[config.mk]
export PLATFORM = sky130hd
export DESIGN_NAME = yaw_heading_velocity_rotator_unit
export DESIGN_NICKNAME = d
export VERILOG_FILES = /design/src/rtl/core/yhvr_pkg.sv /design/src/rtl/core/yaw_heading_velocity_rotator_unit.sv /design/src/rtl/core/yhvr_cordic.sv
export VERILOG_INCLUDE_DIRS = /design/src /design/src/rtl/core
export SDC_FILE = /design/constraint.sdc
export NUM_CORES = 2
export LEC_CHECK = 0
export BUFFER_PORTS_ARGS = -buffer_cell sky130_fd_sc_hd__buf_2
export CORE_ASPECT_RATIO = 1.5
export CORE_UTILIZATION = 28
export DETAILED_ROUTE_END_ITERATION = 6
export PLACE_DENSITY = 0.52
export SYNTH_ARGS = -nofsm -noshare
export SYNTH_HDL_FRONTEND = slang
export SYNTH_SLANG_ARGS = --single-unit
export TNS_END_PERCENT = 50
[constraint.sdc]
create_clock -name clk -period 25.5 [get_ports clk]
set_input_delay 2.55 -clock clk [delete_from_list [all_inputs] [get_ports clk]]
set_output_delay 2.55 -clock clk [all_outputs]
set_load 0.01 [all_outputs]
[src/rtl/core/yaw_heading_velocity_rotator_unit_macros.svh]
// Assertion macros for the yaw heading velocity rotator.
`ifndef YAW_HEADING_VELOCITY_ROTATOR_UNIT_MACROS_SVH
`define YAW_HEADING_VELOCITY_ROTATOR_UNIT_MACROS_SVH

// Same-cycle implication, disabled during reset.
`define YHVR_ASSERT_IMP(lbl, ante, cons, msg) \
  lbl: assert property (@(posedge clk) disable iff (rst) (ante) |-> (cons)) else $error(msg);

// Next-cycle implication, disabled during reset.
`define YHVR_ASSERT_NXT(lbl, ante, cons, msg) \
  lbl: assert property (@(posedge clk) disable iff (rst) (ante) |=> (cons)) else $error(msg);

`endif

[src/rtl/core/yhvr_pkg.sv]
// Shared constants, types and the arctangent table of the yaw rotator.
`timescale 1ns / 1ps
package yhvr_pkg;

  localparam int WORD_W       = 16;
  localparam int DP_W         = 36;   // CORDIC x/y datapath
  localparam int ANG_W        = 34;   // CORDIC angle, 2^32 per turn
  localparam int TABLE_LEN    = 24;
  localparam int CORDIC_STEPS = 16;
  localparam int STEP_COUNT   = (CORDIC_STEPS > TABLE_LEN) ? TABLE_LEN : CORDIC_STEPS;
  localparam int IDX_W        = $clog2(TABLE_LEN);
  localparam int ATAN_W       = 30;
  localparam int GUARD_BITS   = 14;
  localparam int MUL_A_W      = 32;
  localparam int MUL_B_W      = 31;
  localparam int PROD_W       = MUL_A_W + MUL_B_W;
  localparam int FRAC_SHIFT   = 30 + GUARD_BITS;

  localparam logic signed [ANG_W-1:0] QUARTER_TURN = ANG_W'(64'h4000_0000);
  localparam logic signed [ANG_W-1:0] HALF_TURN    = ANG_W'(64'h8000_0000);
  localparam logic signed [MUL_B_W-1:0] INV_GAIN   = MUL_B_W'(652032874);

  typedef struct packed {
    logic                    load;
    logic                    vectoring;
    logic signed [DP_W-1:0]  x;
    logic signed [DP_W-1:0]  y;
    logic signed [ANG_W-1:0] z;
  } cordic_cmd_t;

  typedef struct packed {
    logic busy;
    logic done;
  } cordic_stat_t;

  // atan(2^-i), 2^32 per turn, rounded to nearest
  function automatic logic [ATAN_W-1:0] atan_turn(input logic [IDX_W-1:0] idx);
    case (idx)
      0:       atan_turn = 30'd536870912;
      1:       atan_turn = 30'd316933406;
      2:       atan_turn = 30'd167458907;
      3:       atan_turn = 30'd85004756;
      4:       atan_turn = 30'd42667331;
      5:       atan_turn = 30'd21354465;
      6:       atan_turn = 30'd10679838;
      7:       atan_turn = 30'd5340245;
      8:       atan_turn = 30'd2670163;
      9:       atan_turn = 30'd1335087;
      10:      atan_turn = 30'd667544;
      11:      atan_turn = 30'd333772;
      12:      atan_turn = 30'd166886;
      13:      atan_turn = 30'd83443;
      14:      atan_turn = 30'd41722;
      15:      atan_turn = 30'd20861;
      16:      atan_turn = 30'd10430;
      17:      atan_turn = 30'd5215;
      18:      atan_turn = 30'd2608;
      19:      atan_turn = 30'd1304;
      20:      atan_turn = 30'd652;
      21:      atan_turn = 30'd326;
      22:      atan_turn = 30'd163;
      23:      atan_turn = 30'd81;
      default: atan_turn = '0;
    endcase
  endfunction

endpackage

[src/rtl/core/yaw_heading_velocity_rotator_unit.sv]
// Yaw heading velocity rotator: quaternion yaw to heading, velocity frame rotation.
// Velocity word: the result is loaded into the output register in FIN_W, which waits while
// that register is still full; the next word is taken only after that, back in IDLE.
// Orientation word: no result; the CORDIC is skipped if the yaw vector is 0/0.
// Rate is set by the single shared CORDIC stage and the one shared multiplier.
// Synchronous reset clears the heading to zero and empties the output register.
`timescale 1ns / 1ps
`include "yaw_heading_velocity_rotator_unit_macros.svh"
module yaw_heading_velocity_rotator_unit import yhvr_pkg::*; (
  input  logic                     clk,
  input  logic                     rst,
  input  logic                     in_valid,
  output logic                     in_ready,
  input  logic                     mode,
  input  logic signed [WORD_W-1:0] quat_w,
  input  logic signed [WORD_W-1:0] quat_x,
  input  logic signed [WORD_W-1:0] quat_y,
  input  logic signed [WORD_W-1:0] quat_z,
  input  logic signed [WORD_W-1:0] body_vel_x,
  input  logic signed [WORD_W-1:0] body_vel_y,
  input  logic signed [WORD_W-1:0] body_vel_z,
  input  logic signed [WORD_W-1:0] turn_rate,
  output logic                     out_valid,
  input  logic                     out_ready,
  output logic signed [WORD_W-1:0] world_vel_x,
  output logic signed [WORD_W-1:0] world_vel_y,
  output logic signed [WORD_W-1:0] out_vel_z,
  output logic signed [WORD_W-1:0] out_turn_rate
);

  typedef enum logic [3:0] {
    IDLE, Q_WZ, Q_XY, Q_YY, Q_ZZ, Q_DEN, Q_PRE, VEC_RUN, HEAD,
    ROT_LOAD, ROT_RUN, FIN_X, FIN_Y, FIN_W
  } state_t;

  localparam int SUM_W = 2 * WORD_W + 1;
  localparam int Q_W   = PROD_W - FRAC_SHIFT;
  localparam logic signed [PROD_W-1:0] ROUND_HALF = PROD_W'(1) << (FRAC_SHIFT - 1);
  localparam logic signed [Q_W-1:0]    Q_MAX = Q_W'((2 ** (WORD_W - 1)) - 1);
  localparam logic signed [Q_W-1:0]    Q_MIN = -Q_W'(2 ** (WORD_W - 1));

  state_t                    state;
  logic signed [WORD_W-1:0]  qw, qx, qy, qz, vx, vy, vz, tr;
  logic signed [SUM_W-1:0]   acc, num_sum, sq_sum, prod_lo;
  logic signed [ANG_W-1:0]   num_r, den_r, den_calc, psi, h34, rz0;
  logic                      zero_vec, psi_zero;
  logic [WORD_W-1:0]         heading;
  logic signed [WORD_W-1:0]  tmp_x;
  logic signed [MUL_A_W-1:0] mul_a;
  logic signed [MUL_B_W-1:0] mul_b;
  logic signed [PROD_W-1:0]  prod;
  logic [31:0]               a32;
  logic [32:0]               h_round;
  logic signed [DP_W-1:0]    vx_g, vy_g;
  cordic_cmd_t               cmd;
  cordic_stat_t              cstat;
  logic signed [DP_W-1:0]    cx, cy;
  logic signed [ANG_W-1:0]   cz;

  yhvr_cordic u_cordic (
    .clk   (clk),
    .rst   (rst),
    .cmd   (cmd),
    .stat  (cstat),
    .x_out (cx),
    .y_out (cy),
    .z_out (cz)
  );

  function automatic logic signed [WORD_W-1:0] sat_word(input logic signed [PROD_W-1:0] p);
    logic signed [PROD_W-1:0] r;
    logic signed [Q_W-1:0]    q;
    r = p + ROUND_HALF;
    q = r[PROD_W-1:FRAC_SHIFT];
    if (q > Q_MAX)      sat_word = Q_MAX[WORD_W-1:0];
    else if (q < Q_MIN) sat_word = Q_MIN[WORD_W-1:0];
    else                sat_word = q[WORD_W-1:0];
  endfunction

  assign in_ready = (state == IDLE);

  // shared multiplier operands
  always_comb begin
    case (state)
      Q_WZ:    begin mul_a = MUL_A_W'(qw); mul_b = MUL_B_W'(qz); end
      Q_XY:    begin mul_a = MUL_A_W'(qx); mul_b = MUL_B_W'(qy); end
      Q_YY:    begin mul_a = MUL_A_W'(qy); mul_b = MUL_B_W'(qy); end
      Q_ZZ:    begin mul_a = MUL_A_W'(qz); mul_b = MUL_B_W'(qz); end
      FIN_Y,
      FIN_W:   begin mul_a = cy[MUL_A_W-1:0]; mul_b = INV_GAIN; end
      default: begin mul_a = cx[MUL_A_W-1:0]; mul_b = INV_GAIN; end
    endcase
  end

  always_comb begin
    prod_lo  = $signed(prod[SUM_W-1:0]);
    sq_sum   = acc + prod_lo;
    den_calc = QUARTER_TURN - $signed({sq_sum, 1'b0});
    zero_vec = (num_r == '0) && (den_r == '0);

    psi     = psi_zero ? '0 : cz;
    h34     = QUARTER_TURN - psi;
    h_round = {1'b0, h34[31:0]} + 33'h8000;

    // rotation angle is minus the heading, folded into +-90 degrees
    a32  = 32'd0 - {heading, 16'h0000};
    rz0  = ANG_W'($signed(a32));
    vx_g = DP_W'(vx) <<< GUARD_BITS;
    vy_g = DP_W'(vy) <<< GUARD_BITS;

    cmd.load      = 1'b0;
    cmd.vectoring = 1'b0;
    cmd.x         = vx_g;
    cmd.y         = vy_g;
    cmd.z         = rz0;
    case (state)
      Q_PRE: begin
        cmd.load      = ~zero_vec;
        cmd.vectoring = 1'b1;
        if (den_r[ANG_W-1]) begin
          if (!num_r[ANG_W-1]) begin
            cmd.x = DP_W'(num_r);
            cmd.y = -DP_W'(den_r);
            cmd.z = QUARTER_TURN;
          end else begin
            cmd.x = -DP_W'(num_r);
            cmd.y = DP_W'(den_r);
            cmd.z = -QUARTER_TURN;
          end
        end else begin
          cmd.x = DP_W'(den_r);
          cmd.y = DP_W'(num_r);
          cmd.z = '0;
        end
      end
      ROT_LOAD: begin
        cmd.load = 1'b1;
        if (rz0 > QUARTER_TURN) begin
          cmd.x = -vx_g;
          cmd.y = -vy_g;
          cmd.z = rz0 - HALF_TURN;
        end else if (rz0 < -QUARTER_TURN) begin
          cmd.x = -vx_g;
          cmd.y = -vy_g;
          cmd.z = rz0 + HALF_TURN;
        end
      end
      default: ;
    endcase
  end

  always_ff @(posedge clk) begin
    prod <= mul_a * mul_b;
    if (rst) begin
      state     <= IDLE;
      heading   <= '0;
      out_valid <= 1'b0;
    end else begin
      // FIN_W decides on its own whether the output register reloads
      if (out_valid && out_ready && (state != FIN_W)) out_valid <= 1'b0;
      case (state)
        IDLE: begin
          if (in_valid) begin
            qw <= quat_w;
            qx <= quat_x;
            qy <= quat_y;
            qz <= quat_z;
            vx <= body_vel_x;
            vy <= body_vel_y;
            vz <= body_vel_z;
            tr <= turn_rate;
            state <= mode ? ROT_LOAD : Q_WZ;
          end
        end
        Q_WZ: state <= Q_XY;
        Q_XY: begin
          acc   <= prod_lo;
          state <= Q_YY;
        end
        Q_YY: begin
          num_sum <= acc + prod_lo;
          state   <= Q_ZZ;
        end
        Q_ZZ: begin
          acc   <= prod_lo;
          state <= Q_DEN;
        end
        Q_DEN: begin
          num_r <= $signed({num_sum, 1'b0});
          den_r <= den_calc;
          state <= Q_PRE;
        end
        Q_PRE: begin
          // zero yaw vector: psi is zero, skip the CORDIC
          psi_zero <= zero_vec;
          state    <= zero_vec ? HEAD : VEC_RUN;
        end
        VEC_RUN: if (cstat.done) state <= HEAD;
        HEAD: begin
          heading <= h_round[31:16];
          state   <= IDLE;
        end
        ROT_LOAD: state <= ROT_RUN;
        ROT_RUN:  if (cstat.done) state <= FIN_X;
        FIN_X:    state <= FIN_Y;
        FIN_Y: begin
          tmp_x <= sat_word(prod);
          state <= FIN_W;
        end
        FIN_W: begin
          // hold here until the output register is free
          if (!out_valid || out_ready) begin
            world_vel_x   <= tmp_x;
            world_vel_y   <= sat_word(prod);
            out_vel_z     <= vz;
            out_turn_rate <= tr;
            out_valid     <= 1'b1;
            state         <= IDLE;
          end
        end
        default: state <= IDLE;
      endcase
    end
  end

  `YHVR_ASSERT_IMP(a_idle_cordic_free, in_ready, !cstat.busy, "cordic busy while taking a word")
  `YHVR_ASSERT_IMP(a_done_in_wait, cstat.done, (state == VEC_RUN) || (state == ROT_RUN), "cordic done outside a wait state")
  `YHVR_ASSERT_NXT(a_orient_no_result, in_valid && in_ready && !mode && !out_valid, !out_valid, "orientation word produced a result")

endmodule

[src/rtl/core/yhvr_cordic.sv]
// Iterative CORDIC: one micro-rotation per cycle, vectoring or rotation mode.
`timescale 1ns / 1ps
module yhvr_cordic import yhvr_pkg::*; (
  input  logic                    clk,
  input  logic                    rst,
  input  cordic_cmd_t             cmd,
  output cordic_stat_t            stat,
  output logic signed [DP_W-1:0]  x_out,
  output logic signed [DP_W-1:0]  y_out,
  output logic signed [ANG_W-1:0] z_out
);

  logic signed [DP_W-1:0]  x, y, x_next, y_next, xs, ys;
  logic signed [ANG_W-1:0] z, z_next, at;
  logic [IDX_W-1:0]        cnt;
  logic                    vec, busy, done, up;

  always_comb begin
    xs = x >>> cnt;
    ys = y >>> cnt;
    at = $signed({{(ANG_W-ATAN_W){1'b0}}, atan_turn(cnt)});
    // vectoring drives y toward zero, rotation drives z toward zero
    up = vec ? ~y[DP_W-1] : z[ANG_W-1];
    x_next = up ? x + ys : x - ys;
    y_next = up ? y - xs : y + xs;
    z_next = up ? z + at : z - at;
  end

  always_ff @(posedge clk) begin
    if (rst) begin
      busy <= 1'b0;
      done <= 1'b0;
    end else begin
      if (cmd.load) begin
        x    <= cmd.x;
        y    <= cmd.y;
        z    <= cmd.z;
        vec  <= cmd.vectoring;
        cnt  <= '0;
        busy <= 1'b1;
        done <= 1'b0;
      end else if (busy) begin
        x <= x_next;
        y <= y_next;
        z <= z_next;
        if (cnt == IDX_W'(STEP_COUNT - 1)) begin
          busy <= 1'b0;
          done <= 1'b1;
        end else begin
          cnt  <= cnt + 1'b1;
          done <= 1'b0;
        end
      end else begin
        done <= 1'b0;
      end
    end
  end

  assign stat.busy = busy;
  assign stat.done = done;
  assign x_out     = x;
  assign y_out     = y;
  assign z_out     = z;

endmodule

# Word level (Yosys, flattened, before mapping)
# Memory sizes are Yosys's and may differ from the RTL's. A register that Yosys moved wholly into a read port is not among the register bits.
# Cells that the tools add are included.
# word_totals
ff_bits,540
mem_bits_ro,960
in_bits,133
out_inout_bits,66
memories,1
# classes
n_addsub,19
mul,1
order_cmp,4
n_eq_ne,20
n_shift,2
mux,40
bitwise,4
n_reduce_logical,25
# memory_table
name,words,width,read_ports,rd_clocked_by_memory_dff,write_ports,line,text
(no name shown),32,30,1,1,0,yhvr_pkg.sv:38,case (idx)
# op_table
op,n
two-way mux 106 bit,4
two-way mux 36 bit,6
case mux 106 bit (2 select lines),1
case mux 32 bit (5 select lines),1
two-way mux 34 bit,3
adder 36 bit,2
negator 30 -> 36 bit,2
negator 34 -> 36 bit,2
>>> shifter 36 x 5 -> 36 bit,2
subtractor 36 bit,2
zero test 34 bit,2
adder 63 x 45 -> 63 bit (second input constant),1
multiplier 32 x 31 -> 63 bit,1
case mux 31 bit (2 select lines),1
case mux 4 bit (13 select lines),1
adder 32 x 33 -> 34 bit (second input constant),1
adder 34 x 31 -> 34 bit,1
subtractor 32 x 33 -> 34 bit (second input constant),1
subtractor 32 x 34 -> 34 bit (first input constant),1
subtractor 34 x 31 -> 34 bit,1
adder 33 bit,1
adder 32 x 16 -> 32 bit (second input constant),1
> comparator 32 bit (second input constant),1
< comparator 32 x 31 -> 1 bit (second input constant),1
other kinds (30),75

# Logic depth before layout (Yosys ltp)
# logic_depth
word_depth,7
ltp_mapped,38

# Cells and area by module
# A second synthesis with hierarchy kept.
# hier_totals
cells_unflattened,7235
area_unflattened_um2,69261.4
# by_module_without_submodules
module,n_inst,cells_per_inst,area_per_inst_um2
yaw_heading_velocity_rotator_unit,1,5041,50852.5
yhvr_cordic,1,2194,18408.9

# Worst setup path after synthesis
# OpenSTA, ideal clock, no wires.
# synth_path
path_kind,input to register
startpoint,in rst
endpoint,"reg qw[0], enable pin"
setup_time_ps,798
t_arrival_ps,12263
slack_ps,12438
path_stages,3
path_buffers,2
path_cell_list,clkbuf_1 -> buf_1 -> nor3b_1
# synth_via
elab_chain_cells,2
# synth_rtl
element,line,text
start: declaration,yaw_heading_velocity_rotator_unit.sv:11,"input logic rst,"
NOT 1 bit (no line),n/a,
AND reduction 3 bit (no line),n/a,
end signal: assignment,yaw_heading_velocity_rotator_unit.sv:164,qw <= quat_w;
end: declaration,yaw_heading_velocity_rotator_unit.sv:43,"logic signed [WORD_W-1:0] qw, qx, qy, qz, vx, vy, vz, tr;"
# No other way between the ends.
# A chain may end at the register's enable or synchronous reset.

# Worst setup path in the final report
# layout_path
startpoint,reg state[2]
endpoint,reg prod[62]
# layout_via
elab_chain_cells,4
word_cells_on_any_way,12
classes_between,mul (1); eq/ne (6); mux (2); reduce/logical (3)
# layout_rtl
element,line,text
start: declaration,yaw_heading_velocity_rotator_unit.sv:42,state_t state;
start signal: assignment,yaw_heading_velocity_rotator_unit.sv:172,state <= mode ? ROT_LOAD : Q_WZ;
start signal: assignment,yaw_heading_velocity_rotator_unit.sv:196,state <= zero_vec ? HEAD : VEC_RUN;
== test 4 bit (tied with other cells),yaw_heading_velocity_rotator_unit.sv:84,case (state)
"OR reduction 2 bit, on equally long branches",n/a,
case mux 32 bit (5 select lines) / case mux 31 bit (2 select lines) (equally long branches),yaw_heading_velocity_rotator_unit.sv:84,
multiplier 32 x 31 -> 63 bit *,yaw_heading_velocity_rotator_unit.sv:153,prod <= mul_a * mul_b;
end signal: assignment,yaw_heading_velocity_rotator_unit.sv:153,
end: declaration,yaw_heading_velocity_rotator_unit.sv:51,logic signed [PROD_W-1:0] prod;
# Every way passes the cells marked *; elsewhere a longest branch is shown, timed or not.

==> summary.md <==
| Metric | Value |
|---|---|
| Critical path peak fanout | 42 |
| Commonest non-fill, non-tap cell in the layout | inv_1 |
| Area Overhead vs Synth | 10.9% |
| Final #Nets | 8,573 |
| Largest net degree at the start of global routing | 129 |
| Setup Fix Bufs, Post-CTS | 0 |
| Longest Clk Path Bufs | 3 |
| Reg2reg path depth | 31 |
| CTS Buf Count | 69 |
| # Max-Cap Violations | 0 |
| Via Count | 53,546 |
| Iter 0 DRT Violations | 3,958 |
| Via density | 5.14 |
| Crit-path slowest cell | nor4_1 |
| Max-slew violations | 0 |
| Core ar. | 242,000 um^2 |
| Synth Flop Type | edfxtp_1 |
| Tcrit/Tclk final | 50.4% |
| Worst hold stages | 0 |
| Syn_area_per_cell | 9.77 um^2 |
| Yosys cell types | 96 |
| CP most frequent cell | fa_1 |
| Final Hold Vio Count | 0 |
| Die area | 246,000 um^2 |
| Gr ovfl total | 0 |
| Syn_nets | 8,452 |
| Hold crit path type | flip-flop to flip-flop |
| Status | complete, no violations |
| Clk sinks | 559 |
| Gpl congestion | 1.00 |
| Layout Skew | 0.0542 ns |
| Crit Path Class | flip-flop to flip-flop |
| Pre-Repair DR Iteration Count | 6 |
| Post-Syn Instances | 7,008 |
| Worst-path clk slew | 0.06 ns |
| Sum Neg Setup Slack | 0 ns |
| Die width | 406 um |
| YS warnings | 0 |
| H-tree levels | 3 |
| Cell Area, Synth | 68,400 um^2 |
| Setup Viol. Count Final | 0 |
| Number of global-route vias before repair | 56,455 |
| Worst skew pair latency | 0.72 ns |
| Worst EP arrival | 13.39 ns |
| Site Rows | 221 |
| Critical path endpoint category | flip-flop |
| Fmax | 77.9 MHz |
| DRC viols | 0 |
| Die height | 608 um |
| Root Driver | clkbuf_16 |
| IO Pins | 199 |
| EDFF count, synth | 453 |
| Antenna Nets Post-Route | 0 |
| Minimum clock period | 12.84 ns |
| Async SR Flop Fraction | 0% |
| Register area share after synthesis | 23.0% |
| Initial Utilization | 28.3% |
| Dpl hpwl | 209,000 um |
| Worst stage delay on the critical path | 0.90 ns |
| Hold-fix buffers, CTS | 0 |
| Worst-margin pin slew | 1.31 ns |
| RSZ-0062 raised after global routing | false |
| I/O Buffers | 198 |
| Share of cells above drive strength 1 | 9.10% |
| Initial antenna violation count | 25 |
| TritonCTS clock tree | yes |
| Critical Path Start Type | flip-flop |
| First-pass GRT wire length | 374,000 um |
| Most frequent cells in the layout | inv_1, fa_1, nor2_1 |
| Worst rel slew slack | 12.4% |
| Routed wire length | 255,000 um |
| PostCTS Resize Cnt | 0 |
| Req. time, crit path | 26.05 ns |
| Synth Register Bits | 559 |
| WL/cell | 24.5 um |
| GRT Total Usage | 20.7% |
## layer usage
metal  vias up  GRT usage (%)  part of all wire (%)
li1      23797              -                     -
met1     27253           22.9                    36
met2      1914           36.4                    50
met3       556           3.88                   6.5
met4        26           12.4                   6.9
met5         -              0                 0.070
## cell usage after synthesis, types with 30 or more instances
| library cell | n | share of area, % |
|---|---|---|
| inv_1 | 1157 | 6.3 |
| buf_1 | 35 | 0.19 |
| nor2_1 | 638 | 3.5 |
| o211ai_1 | 36 | 0.39 |
| mux2i_1 | 82 | 1.2 |
| a22oi_1 | 45 | 0.49 |
| a221oi_1 | 36 | 0.46 |
| and2_1 | 36 | 0.33 |
| and3_1 | 44 | 0.40 |
| xnor2_1 | 239 | 3.1 |
| a21oi_1 | 358 | 2.6 |
| mux4_2 | 98 | 3.2 |
| nor3_1 | 110 | 0.80 |
| o2111ai_1 | 37 | 0.47 |
| a31oi_1 | 44 | 0.40 |
| nand3_1 | 84 | 0.61 |
| nor2b_1 | 30 | 0.27 |
| o31ai_1 | 57 | 0.63 |
| ha_1 | 351 | 6.4 |
| dfxtp_1 | 106 | 3.1 |
| o21ai_0 | 261 | 1.9 |
| nand2b_1 | 80 | 0.73 |
| edfxtp_1 | 453 | 20 |
| nor4_1 | 31 | 0.28 |
| nand2_1 | 527 | 2.9 |
| mux2_2 | 37 | 0.61 |
| fa_1 | 960 | 28 |
| o21bai_1 | 30 | 0.33 |
| o21a_1 | 35 | 0.38 |
| or3_1 | 38 | 0.35 |
| a211oi_1 | 56 | 0.61 |
| a21o_1 | 118 | 1.3 |
| clkbuf_1 | 216 | 1.2 |
| xor2_1 | 160 | 2.0 |
## worst max-delay path: cells and delay by family, from the launching register on
family                   cells  cell delay (ns)
adder cells (fa/ha/maj)      9             4.30
AND/OR/NAND/NOR              8             4.02
AO/OA/AOI/OAI                6             1.71
buffers and inverters        7             1.69
flip-flops                   1             0.79
XOR/XNOR                     1             0.13
## registers in the layout (all words and copies together) (netlist names), 30 cells and up
signal	count
u_cordic.x_out	36
num_sum	33
num_r	33
prod	53
u_cordic.z_out	34
acc	33
u_cordic.y_out	36
u_cordic.at	30
den_r	33
## final timing paths
check / from / end / slack, ns
setup / recovery: state[2] / prod[62] / 12.66
hold reg to reg: num_sum[12] / num_r[13] / 0.41
hold / removal: num_sum[12] / num_r[13] / 0.41
setup reg to reg: state[2] / prod[62] / 12.66
## logic make-up after synthesis
group,Yosys count,synth area share (%)
AO/OA/AOI/OAI,1338,12.8
multiplexers,217,5.03
buffers and inverters,1448,8.08
XOR/XNOR,399,5.11
flip-flops,559,23.0
AND/OR/NAND/NOR,1736,11.5
adder cells (fa/ha/maj),1311,34.5
## through the flow
stage          area, um^2  cells  setup slack (ns)  hold WS [ns]  utilization [%]
6_report            75900  10422             12.66         0.408             31.3
5_1_grt             75900  10419             11.96         0.419             31.3
4_1_cts             75900  10417             12.69         0.404             31.3
3_5_place_dp        73600  10291             12.72         0.405             30.4
3_3_place_gp        73600  10291             12.94         0.400             30.4
2_1_floorplan       68400   7008             12.44         0.400                -
## cell type report
cell class              count  area, um^2
clock buffers              88        1890
well taps                3233        4050
diodes                      5        12.5
fillers                 25262      166000
multi-input cells        5001       47400
clock inverters            38         434
inverters                1164        4370
repair buffers            334        2020
flip-flops and latches    559       15700
Power is not shown: default switching activity piles up to over one toggle a cycle in this logic, so the estimate is an artifact.
